`config.mk`:
```
export PLATFORM = sky130hd
export DESIGN_NAME = integer_to_ascii_converter_core
export DESIGN_NICKNAME = d
export VERILOG_FILES = /design/src/hdl/itoa_pkg.sv /design/src/hdl/integer_to_ascii_converter_core.sv /design/src/hdl/itoa_dp.sv /design/src/hdl/itoa_ctrl.sv
export VERILOG_INCLUDE_DIRS = /design/src /design/src/hdl
export SDC_FILE = /design/constraint.sdc
export NUM_CORES = 1
export LEC_CHECK = 0
export BUFFER_PORTS_ARGS = -buffer_cell sky130_fd_sc_hd__buf_2
export CAP_MARGIN = 20
export CORE_ASPECT_RATIO = 1.5
export CORE_MARGIN = 1
export CORE_UTILIZATION = 40
export DETAILED_ROUTE_END_ITERATION = 10
export GPL_TIMING_DRIVEN = 0
export PLACE_DENSITY_LB_ADDON = 0.2
export SETUP_SLACK_MARGIN = 0.1
export SLEW_MARGIN = 0
export SYNTH_ARGS = -nofsm -noshare
export SYNTH_HDL_FRONTEND = slang
export SYNTH_HIERARCHICAL = 1
export SYNTH_SLANG_ARGS = --single-unit
```
`constraint.sdc`:
```
create_clock -name clk -period 3.8 [get_ports clk]
set_input_delay 0.19 -clock clk [delete_from_list [all_inputs] [get_ports clk]]
set_output_delay 0.19 -clock clk [all_outputs]
set_load 0.01 [all_outputs]
```
`src/hdl/integer_to_ascii_converter_core_defines.svh`:
```
// Assertion macros for the RTL, included by itoa_ctrl.
`ifndef INTEGER_TO_ASCII_CONVERTER_CORE_DEFINES_SVH
`define INTEGER_TO_ASCII_CONVERTER_CORE_DEFINES_SVH
`ifndef SYNTHESIS
`define ITOA_ASSERT(label, clk, rst_n, prop) \
    label: assert property (@(posedge clk) disable iff (!rst_n) (prop)) \
        else $error("itoa assertion failed");
`define ITOA_ASSERT_NEVER(label, clk, rst_n, expr) \
    label: assert property (@(posedge clk) disable iff (!rst_n) !(expr)) \
        else $error("itoa forbidden condition seen");
`else
`define ITOA_ASSERT(label, clk, rst_n, prop)
`define ITOA_ASSERT_NEVER(label, clk, rst_n, expr)
`endif
`endif

```
`src/hdl/itoa_pkg.sv`:
```
package itoa_pkg;

    localparam int unsigned NUM_DIGITS = 20;
    localparam int unsigned DIGITS_W   = 4 * NUM_DIGITS;
    localparam int unsigned DCNT_W     = 5;
    localparam int unsigned BCNT_W     = 6;

    localparam logic [1:0] MODE_SDEC = 2'd0;
    localparam logic [1:0] MODE_UDEC = 2'd1;

    localparam logic [6:0] ASC_MINUS = 7'h2d;
    localparam logic [6:0] ASC_ZERO  = 7'h30;
    localparam logic [6:0] ASC_X     = 7'h78;
    localparam logic [6:0] ASC_LA    = 7'h61;

    typedef enum logic [2:0] {
        ST_IDLE,
        ST_START,
        ST_CONV,
        ST_SIGN,
        ST_PRE0,
        ST_PREX,
        ST_SKIP,
        ST_DIGIT
    } itoa_state_t;

    typedef enum logic [1:0] {
        SEL_MINUS,
        SEL_ZERO,
        SEL_X,
        SEL_DIGIT
    } itoa_sel_t;

    typedef struct packed {
        logic      load;
        logic      conv;
        logic      shift;
        logic      emit;
        itoa_sel_t sel;
    } itoa_cmd_t;

    typedef struct packed {
        logic neg;
        logic hex;
        logic conv_done;
        logic lead_zero;
        logic last_digit;
        logic out_free;
    } itoa_sts_t;

    function automatic logic [6:0] digit_ascii(input logic [3:0] d);
        logic [6:0] r;
        if (d < 4'd10)
        begin
            r = ASC_ZERO + {3'b000, d};
        end
        else
        begin
            r = ASC_LA + {3'b000, d} - 7'd10;
        end
        return r;
    endfunction

endpackage

```
`src/hdl/integer_to_ascii_converter_core.sv`:
```
// Channel  Handshake              Payload                  Notes
// req      req_valid/req_ready    action, is_long, value   one number per request
// txt      txt_valid/txt_ready    char_out, last           one ASCII character each
//
// One request at a time: req_ready is high only in the idle state, so each
// request is taken in the idle state, passes a set-up state, then the steps below.
// Decimal: a shift-add-3 step per magnitude bit, up to 19 leading zeros skipped,
// then one character per cycle while the output is free, '-' first. Hex: "0x",
// 4 to 19 leading zeros skipped, then the digits. A low txt_ready holds the
// character register and stalls the sequencer at its next character; no data is lost.
// Reset (rst_n, asynchronous, active low) clears the sequencer and txt_valid.
module integer_to_ascii_converter_core
    import itoa_pkg::*;
(
    input  logic        clk,
    input  logic        rst_n,
    input  logic        req_valid,
    output logic        req_ready,
    input  logic [1:0]  action,
    input  logic        is_long,
    input  logic [63:0] value,
    output logic        txt_valid,
    input  logic        txt_ready,
    output logic [6:0]  char_out,
    output logic        last
);

    // command and status between sequencer and datapath
    itoa_cmd_t cmd;
    itoa_sts_t sts;

    // sequencer: request intake, conversion steps, prefix and digit emission
    itoa_ctrl u_ctrl (
        .clk       (clk),
        .rst_n     (rst_n),
        .req_valid (req_valid),
        .req_ready (req_ready),
        .sts       (sts),
        .cmd       (cmd)
    );

    // datapath: magnitude, BCD/hex digit register, character output register
    itoa_dp u_dp (
        .clk       (clk),
        .rst_n     (rst_n),
        .action    (action),
        .is_long   (is_long),
        .value     (value),
        .cmd       (cmd),
        .sts       (sts),
        .txt_valid (txt_valid),
        .txt_ready (txt_ready),
        .char_out  (char_out),
        .last      (last)
    );

endmodule

```
`src/hdl/itoa_dp.sv`:
```
module itoa_dp
    import itoa_pkg::*;
(
    input  logic        clk,
    input  logic        rst_n,
    input  logic [1:0]  action,
    input  logic        is_long,
    input  logic [63:0] value,
    input  itoa_cmd_t   cmd,
    output itoa_sts_t   sts,
    output logic        txt_valid,
    input  logic        txt_ready,
    output logic [6:0]  char_out,
    output logic        last
);

    logic [63:0]         mag_reg, mag_next;
    logic [DIGITS_W-1:0] dig_reg, dig_next;
    logic [DCNT_W-1:0]   dcnt_reg, dcnt_next;
    logic [BCNT_W-1:0]   bcnt_reg, bcnt_next;
    logic                neg_reg, hex_reg;
    logic                vld_reg, vld_next;
    logic [6:0]          chr_reg;
    logic                last_reg;

    logic [63:0]         ext;
    logic                is_neg;
    logic [63:0]         mag_in;
    logic [DIGITS_W-1:0] adj;
    logic [6:0]          chr_sel;

    // operand extension and magnitude
    always_comb
    begin
        if (is_long)
        begin
            ext = value;
        end
        else if (action == MODE_SDEC)
        begin
            ext = {{32{value[31]}}, value[31:0]};
        end
        else
        begin
            ext = {32'd0, value[31:0]};
        end
        is_neg = (action == MODE_SDEC) && ext[63];
        mag_in = is_neg ? (~ext + 64'd1) : ext;
    end

    // shift-add-3 digit correction
    always_comb
    begin
        for (int i = 0; i < NUM_DIGITS; i++)
        begin
            adj[4*i +: 4] = (dig_reg[4*i +: 4] >= 4'd5) ? dig_reg[4*i +: 4] + 4'd3
                                                         : dig_reg[4*i +: 4];
        end
    end

    always_comb
    begin
        case (cmd.sel)
            SEL_MINUS: chr_sel = ASC_MINUS;
            SEL_ZERO:  chr_sel = ASC_ZERO;
            SEL_X:     chr_sel = ASC_X;
            SEL_DIGIT: chr_sel = digit_ascii(dig_reg[DIGITS_W-1 -: 4]);
            default:   chr_sel = ASC_ZERO;
        endcase
    end

    always_comb
    begin
        mag_next  = mag_reg;
        dig_next  = dig_reg;
        dcnt_next = dcnt_reg;
        bcnt_next = bcnt_reg;
        if (cmd.load)
        begin
            mag_next  = mag_in;
            dig_next  = action[1] ? {{(DIGITS_W-64){1'b0}}, mag_in} : '0;
            dcnt_next = DCNT_W'(NUM_DIGITS);
            bcnt_next = '0;
        end
        else if (cmd.conv)
        begin
            mag_next  = {mag_reg[62:0], 1'b0};
            dig_next  = {adj[DIGITS_W-2:0], mag_reg[63]};
            bcnt_next = bcnt_reg + 1'b1;
        end
        else if (cmd.shift)
        begin
            dig_next  = {dig_reg[DIGITS_W-5:0], 4'd0};
            dcnt_next = dcnt_reg - 1'b1;
        end

        if (cmd.emit)
        begin
            vld_next = 1'b1;
        end
        else if (txt_ready)
        begin
            vld_next = 1'b0;
        end
        else
        begin
            vld_next = vld_reg;
        end
    end

    always_ff @(posedge clk or negedge rst_n)
    begin
        if (!rst_n)
        begin
            vld_reg <= 1'b0;
        end
        else
        begin
            vld_reg <= vld_next;
        end
    end

    always_ff @(posedge clk)
    begin
        mag_reg  <= mag_next;
        dig_reg  <= dig_next;
        dcnt_reg <= dcnt_next;
        bcnt_reg <= bcnt_next;
        if (cmd.load)
        begin
            neg_reg <= is_neg;
            hex_reg <= action[1];
        end
        if (cmd.emit)
        begin
            chr_reg  <= chr_sel;
            last_reg <= (cmd.sel == SEL_DIGIT) && (dcnt_reg == DCNT_W'(1));
        end
    end

    assign sts.neg        = neg_reg;
    assign sts.hex        = hex_reg;
    assign sts.conv_done  = (bcnt_reg == {BCNT_W{1'b1}});
    assign sts.lead_zero  = (dig_reg[DIGITS_W-1 -: 4] == 4'd0) && (dcnt_reg > DCNT_W'(1));
    assign sts.last_digit = (dcnt_reg == DCNT_W'(1));
    assign sts.out_free   = !vld_reg || txt_ready;

    assign txt_valid = vld_reg;
    assign char_out  = chr_reg;
    assign last      = last_reg;

endmodule

```
`src/hdl/itoa_ctrl.sv`:
```
`include "integer_to_ascii_converter_core_defines.svh"

module itoa_ctrl
    import itoa_pkg::*;
(
    input  logic      clk,
    input  logic      rst_n,
    input  logic      req_valid,
    output logic      req_ready,
    input  itoa_sts_t sts,
    output itoa_cmd_t cmd
);

    itoa_state_t state_reg, state_next;

    always_ff @(posedge clk or negedge rst_n)
    begin
        if (!rst_n)
        begin
            state_reg <= ST_IDLE;
        end
        else
        begin
            state_reg <= state_next;
        end
    end

    // next state
    always_comb
    begin
        state_next = state_reg;
        case (state_reg)
            ST_IDLE:
            begin
                if (req_valid)
                begin
                    state_next = ST_START;
                end
            end
            ST_START:
            begin
                state_next = sts.hex ? ST_PRE0 : ST_CONV;
            end
            ST_CONV:
            begin
                if (sts.conv_done)
                begin
                    state_next = sts.neg ? ST_SIGN : ST_SKIP;
                end
            end
            ST_SIGN:
            begin
                if (sts.out_free)
                begin
                    state_next = ST_SKIP;
                end
            end
            ST_PRE0:
            begin
                if (sts.out_free)
                begin
                    state_next = ST_PREX;
                end
            end
            ST_PREX:
            begin
                if (sts.out_free)
                begin
                    state_next = ST_SKIP;
                end
            end
            ST_SKIP:
            begin
                if (!sts.lead_zero)
                begin
                    state_next = ST_DIGIT;
                end
            end
            ST_DIGIT:
            begin
                if (sts.out_free && sts.last_digit)
                begin
                    state_next = ST_IDLE;
                end
            end
            default:
            begin
                state_next = ST_IDLE;
            end
        endcase
    end

    // outputs
    always_comb
    begin
        req_ready = 1'b0;
        cmd       = '0;
        cmd.sel   = SEL_DIGIT;
        case (state_reg)
            ST_IDLE:
            begin
                req_ready = 1'b1;
                cmd.load  = req_valid;
            end
            ST_CONV:
            begin
                cmd.conv = 1'b1;
            end
            ST_SIGN:
            begin
                cmd.emit = sts.out_free;
                cmd.sel  = SEL_MINUS;
            end
            ST_PRE0:
            begin
                cmd.emit = sts.out_free;
                cmd.sel  = SEL_ZERO;
            end
            ST_PREX:
            begin
                cmd.emit = sts.out_free;
                cmd.sel  = SEL_X;
            end
            ST_SKIP:
            begin
                cmd.shift = sts.lead_zero;
            end
            ST_DIGIT:
            begin
                cmd.emit  = sts.out_free;
                cmd.shift = sts.out_free;
            end
            default:
            begin
                cmd = '0;
            end
        endcase
    end

    `ITOA_ASSERT_NEVER(a_emit_blocked, clk, rst_n, cmd.emit && !sts.out_free)
    `ITOA_ASSERT(a_load_start, clk, rst_n, cmd.load |=> state_reg == ST_START)
    `ITOA_ASSERT(a_last_idle, clk, rst_n, (cmd.emit && sts.last_digit) |=> state_reg == ST_IDLE)
    `ITOA_ASSERT(a_conv_exit, clk, rst_n, (state_reg == ST_CONV && sts.conv_done) |=> state_reg != ST_CONV)

endmodule

```
==> flow_summary.json <==
{
  "initial_core_util_pct": 40.78,
  "grt_max_degree": 66,
  "rrSetupSlack_ns": 0.28,
  "drt_iter0_drc": 757,
  "fmax_ghz": 0.2837,
  "cts-root-buf": "clkbuf_16",
  "routed_wl_mm": 37.81,
  "r2r-start": "u_ctrl/state_reg[0]",
  "hold_path_end": "u_dp/dig_reg[16]",
  "globalplace.congestion": 0.9705,
  "critical_path.cell_chain": "buf_2 -> nor3_1 -> and2_1 -> clkbuf_1 -> buf_1 -> clkbuf_1 -> a21oi_1",
  "worstPathRequired_ns": 3.93,
  "worstSetupPathType": "reg -> reg",
  "end_kind": "register",
  "largest_reg_flops": 80,
  "synth.distinct_cells": 75,
  "syn-num-nets": 1408,
  "grt_overflow": 0,
  "fin_crit_ns": 3.525,
  "place_area_sq_um": 12620,
  "coreArea_sq_um": 28720,
  "max-clock-path-buffers": 2,
  "switchingPower_mw": 4.314,
  "io_pins": 81,
  "setup_viol": 0,
  "path_buf_inv": 4,
  "cts.clk_slew.worst_paths_ns": 0.07,
  "worstSkewPairLatency_ns": 0.44,
  "cp_common_cell": "clkbuf_1",
  "power.density_nw_per_um2": 797.2,
  "vias": 10379,
  "r2r_end": "u_dp/mag_reg[27]",
  "route.detailed.drc": 0,
  "max_cap_viol_count": 0,
  "nFillCells": 2840,
  "n_antenna_cell": 0,
  "ir_drop_mv": 0.4668,
  "slew_headroom_pct": 29.88,
  "grt_use_total_pct": 25.92,
  "fin_nets": 1509,
  "cp_slowest_cell": "buf_1",
  "yosysSeqAreaShare_pct": 42.23,
  "die_x_um": 141.7,
  "synth_top_flop_cell": "edfxtp_1",
  "critPathTopFamily": "buffers and inverters",
  "switching_share_pct": 40.99,
  "h-tree-depth": 4,
  "antenna_found_initial": 0,
  "synth-edff-count": 154,
  "wl_per_cell_um": 21.04,
  "period_share_pct": 92.76,
  "routed_via_density": 5.776,
  "die-area_sq_um": 29980,
  "die-height_um": 211.6,
  "synthesis.area_sq_um": 11710,
  "hold_violations": 0,
  "grt_pass1_wl_mm": 58.07,
  "r2r_cells": 7,
  "fin_ws_ns": 0.2750,
  "post-place-ws_ns": 0.1180,
  "rsz0062_at_grt": "no",
  "power_frac_clock_pct": 16.2,
  "cts_buffers": 17,
  "hold_start": "value[16]",
  "tightest_slew_ns": 1.052,
  "holdPathStages": 3,
  "path_max_fanout": 10,
  "rows": 76,
  "seq_power_share_pct": 39.4,
  "pwr-share-comb_pct": 44.3,
  "grt_pass1_vias": 10337,
  "slew_viol_final": 0,
  "cts.sinks": 169,
  "synth-warning-count": 6,
  "critPathLaunchType": "register",
  "place_hpwl_mm": 28.10,
  "leakage_nw": 4.749,
  "final_cell_area_sq_um": 13200,
  "p_int_mw": 6.212,
  "hold_class": "in -> reg",
  "syn_to_final_growth_pct": 12.75,
  "ys_ff_latch": 169,
  "layout-drive-gt1-share_pct": 12.94,
  "async_reset_ff_share_pct": 2.367,
  "fin_skew_ns": 0.009119,
  "drt_pass1_iterations": 5,
  "status": "complete, no violations",
  "syn_avg_cell_area_sq_um": 9.056,
  "ant_nets": 0,
  "cpPeakStageDelay_ns": 0.73,
  "crit_arrival_ns": 3.66,
  "cts_tree": "built",
  "syn_inst": 1293,
  "port_buffers": 79
}
-- power by group through the flow --
stage	Clock, mW	Sequential, mW	Combinational [mW]
floorplan	0	4.01	3.40
global placement	0	4.21	4.44
detailed placement	0	4.17	4.64
CTS	1.76	4.14	4.67
global route	1.81	4.27	5.25
finish	1.71	4.15	4.67
-- worst reg2reg max path: cells and delay by family (launching register included) --
family | cells | cell delay, ns
buf+inv | 4 | 2.03
simple gates | 2 | 0.54
flops | 1 | 0.42
compound gates | 1 | 0.23
-- synthesized netlist by cell type, drive strengths merged, types with 3 or more instances --
cell	instances	area, sq um
ha	44	550.5
or2	5	31.28
buf	24	131.4
edfxtp	154	4624
a31oi	20	125.1
xor2	25	219.0
nor2	125	469.2
o31ai	14	105.1
and3	7	47.54
clkbuf	47	176.4
nand2	149	559.3
mux2	25	285.3
inv	61	229.0
a221o	3	30.03
o21a	3	22.52
a311oi	3	26.28
o211ai	10	75.07
o32ai	5	43.79
dfxtp	11	220.2
nor2b	5	31.28
or4	8	71.32
a2bb2oi	5	43.79
or3	9	57.56
a41oi	8	70.07
o22ai	31	200.2
nor3	19	95.09
nor4	15	138.9
dfrtp	4	100.1
xnor2	64	560.5
and2	8	51.30
nand2b	37	231.5
nand3b	3	22.52
nor4b	3	32.53
a21oi	118	590.6
nor3b	7	52.55
nand4	9	68.81
o21ai	116	580.6
a31o	4	35.04
a211oi	5	50.05
o41ai	7	83.83
nand3	27	135.1
mux2i	24	240.2
-- metal layers --
metal	track usage [%]	wire (um)	vias to the layer above
met5	0	0	-
met4	18.17	2535	0
met3	3.121	1686	110
met2	45.44	18840	380
met1	29.12	14740	4977
li1	-	-	4912
-- cells by family after synthesis --
kind of cell    synth area share [%]
other cells                  0.03202
xor+xnor                       6.657
compound gates                 18.91
fa+ha+maj                      4.701
mux                            4.488
flops                          42.23
simple gates                   18.37
buf+inv                        4.616
-- area by class of cell --
cell class                 count  area [sq um]  share of cell area [%]
buffer                        71         310.3                   2.350
clock inverter                13         121.4                  0.9193
multi-input combinational    991          6230                   47.19
timing repair buffer          82         430.4                   3.260
inverter                      62         235.2                   1.782
sequential                   169          4945                   37.45
clock buffer                  19         442.9                   3.355
tap                          390         488.0                   3.696
-- how the worst max path moves through the flow --
stage / from / slack [ns] / depth (start not counted) / endpoint
4_1_cts: u_ctrl/state_reg[0] / 0.15 / 10 / u_dp/dig_reg[68]
2_1_floorplan: u_ctrl/state_reg[0] / 0.44 / 7 / u_dp/dig_reg[76]
6_report: u_ctrl/state_reg[0] / 0.28 / 7 / u_dp/mag_reg[27]
3_3_place_gp: u_ctrl/state_reg[0] / -0.95 / 7 / u_dp/dig_reg[76]
5_1_grt: u_ctrl/state_reg[0] / 0.17 / 10 / u_dp/dig_reg[68]
3_5_place_dp: u_ctrl/state_reg[0] / 0.12 / 7 / u_dp/dig_reg[13]
-- per-stage QoR --
| stage | hold slack [ns] | cells | utilization [%] | power [mW] | setup TNS (ns) |
|---|---|---|---|---|---|
| floorplan | -0.1056 | 1293 | - | 7.409 | 0 |
| global placement | 0.003591 | 1762 | 43.86 | 8.650 | -91.39 |
| detailed placement | 0.005303 | 1763 | 43.95 | 8.810 | 0 |
| CTS | 0.05056 | 1796 | 45.95 | 10.56 | 0 |
| global route | 0.09119 | 1797 | 45.97 | 11.33 | 0 |
| finish | 0.07281 | 1797 | 45.97 | 10.53 | 0 |
-- layout by cell type, fill, tap and decap left out, types with 5 or more instances in the layout --
cell / count
xor2_1: 25
nor2b_1: 5
dfxtp_1: 11
nand4_1: 7
o21ai_0: 116
or4_1: 5
nand2b_1: 37
o31ai_1: 14
nor3b_1: 7
nor4_1: 12
a21oi_1: 118
buf_1: 14
a2bb2oi_1: 5
nor3_1: 19
clkbuf_16: 17
clkbuf_1: 46
and2_1: 7
o211ai_1: 10
xnor2_1: 64
a31oi_1: 20
mux2_2: 24
o22ai_1: 30
edfxtp_1: 154
nand2_1: 149
buf_2: 83
nor2_1: 125
inv_1: 60
a41oi_1: 8
or3_1: 7
nand3_1: 27
o32ai_1: 5
mux2i_1: 24
ha_1: 44
-- what timing repair did --
action,CTS,global route
gates resized for setup,1,2
hold buffers,1,0
setup endpoints to repair,25,5
hold endpoints to repair,4,0
setup buffers,0,0
Power figures use the tool's default switching activity.
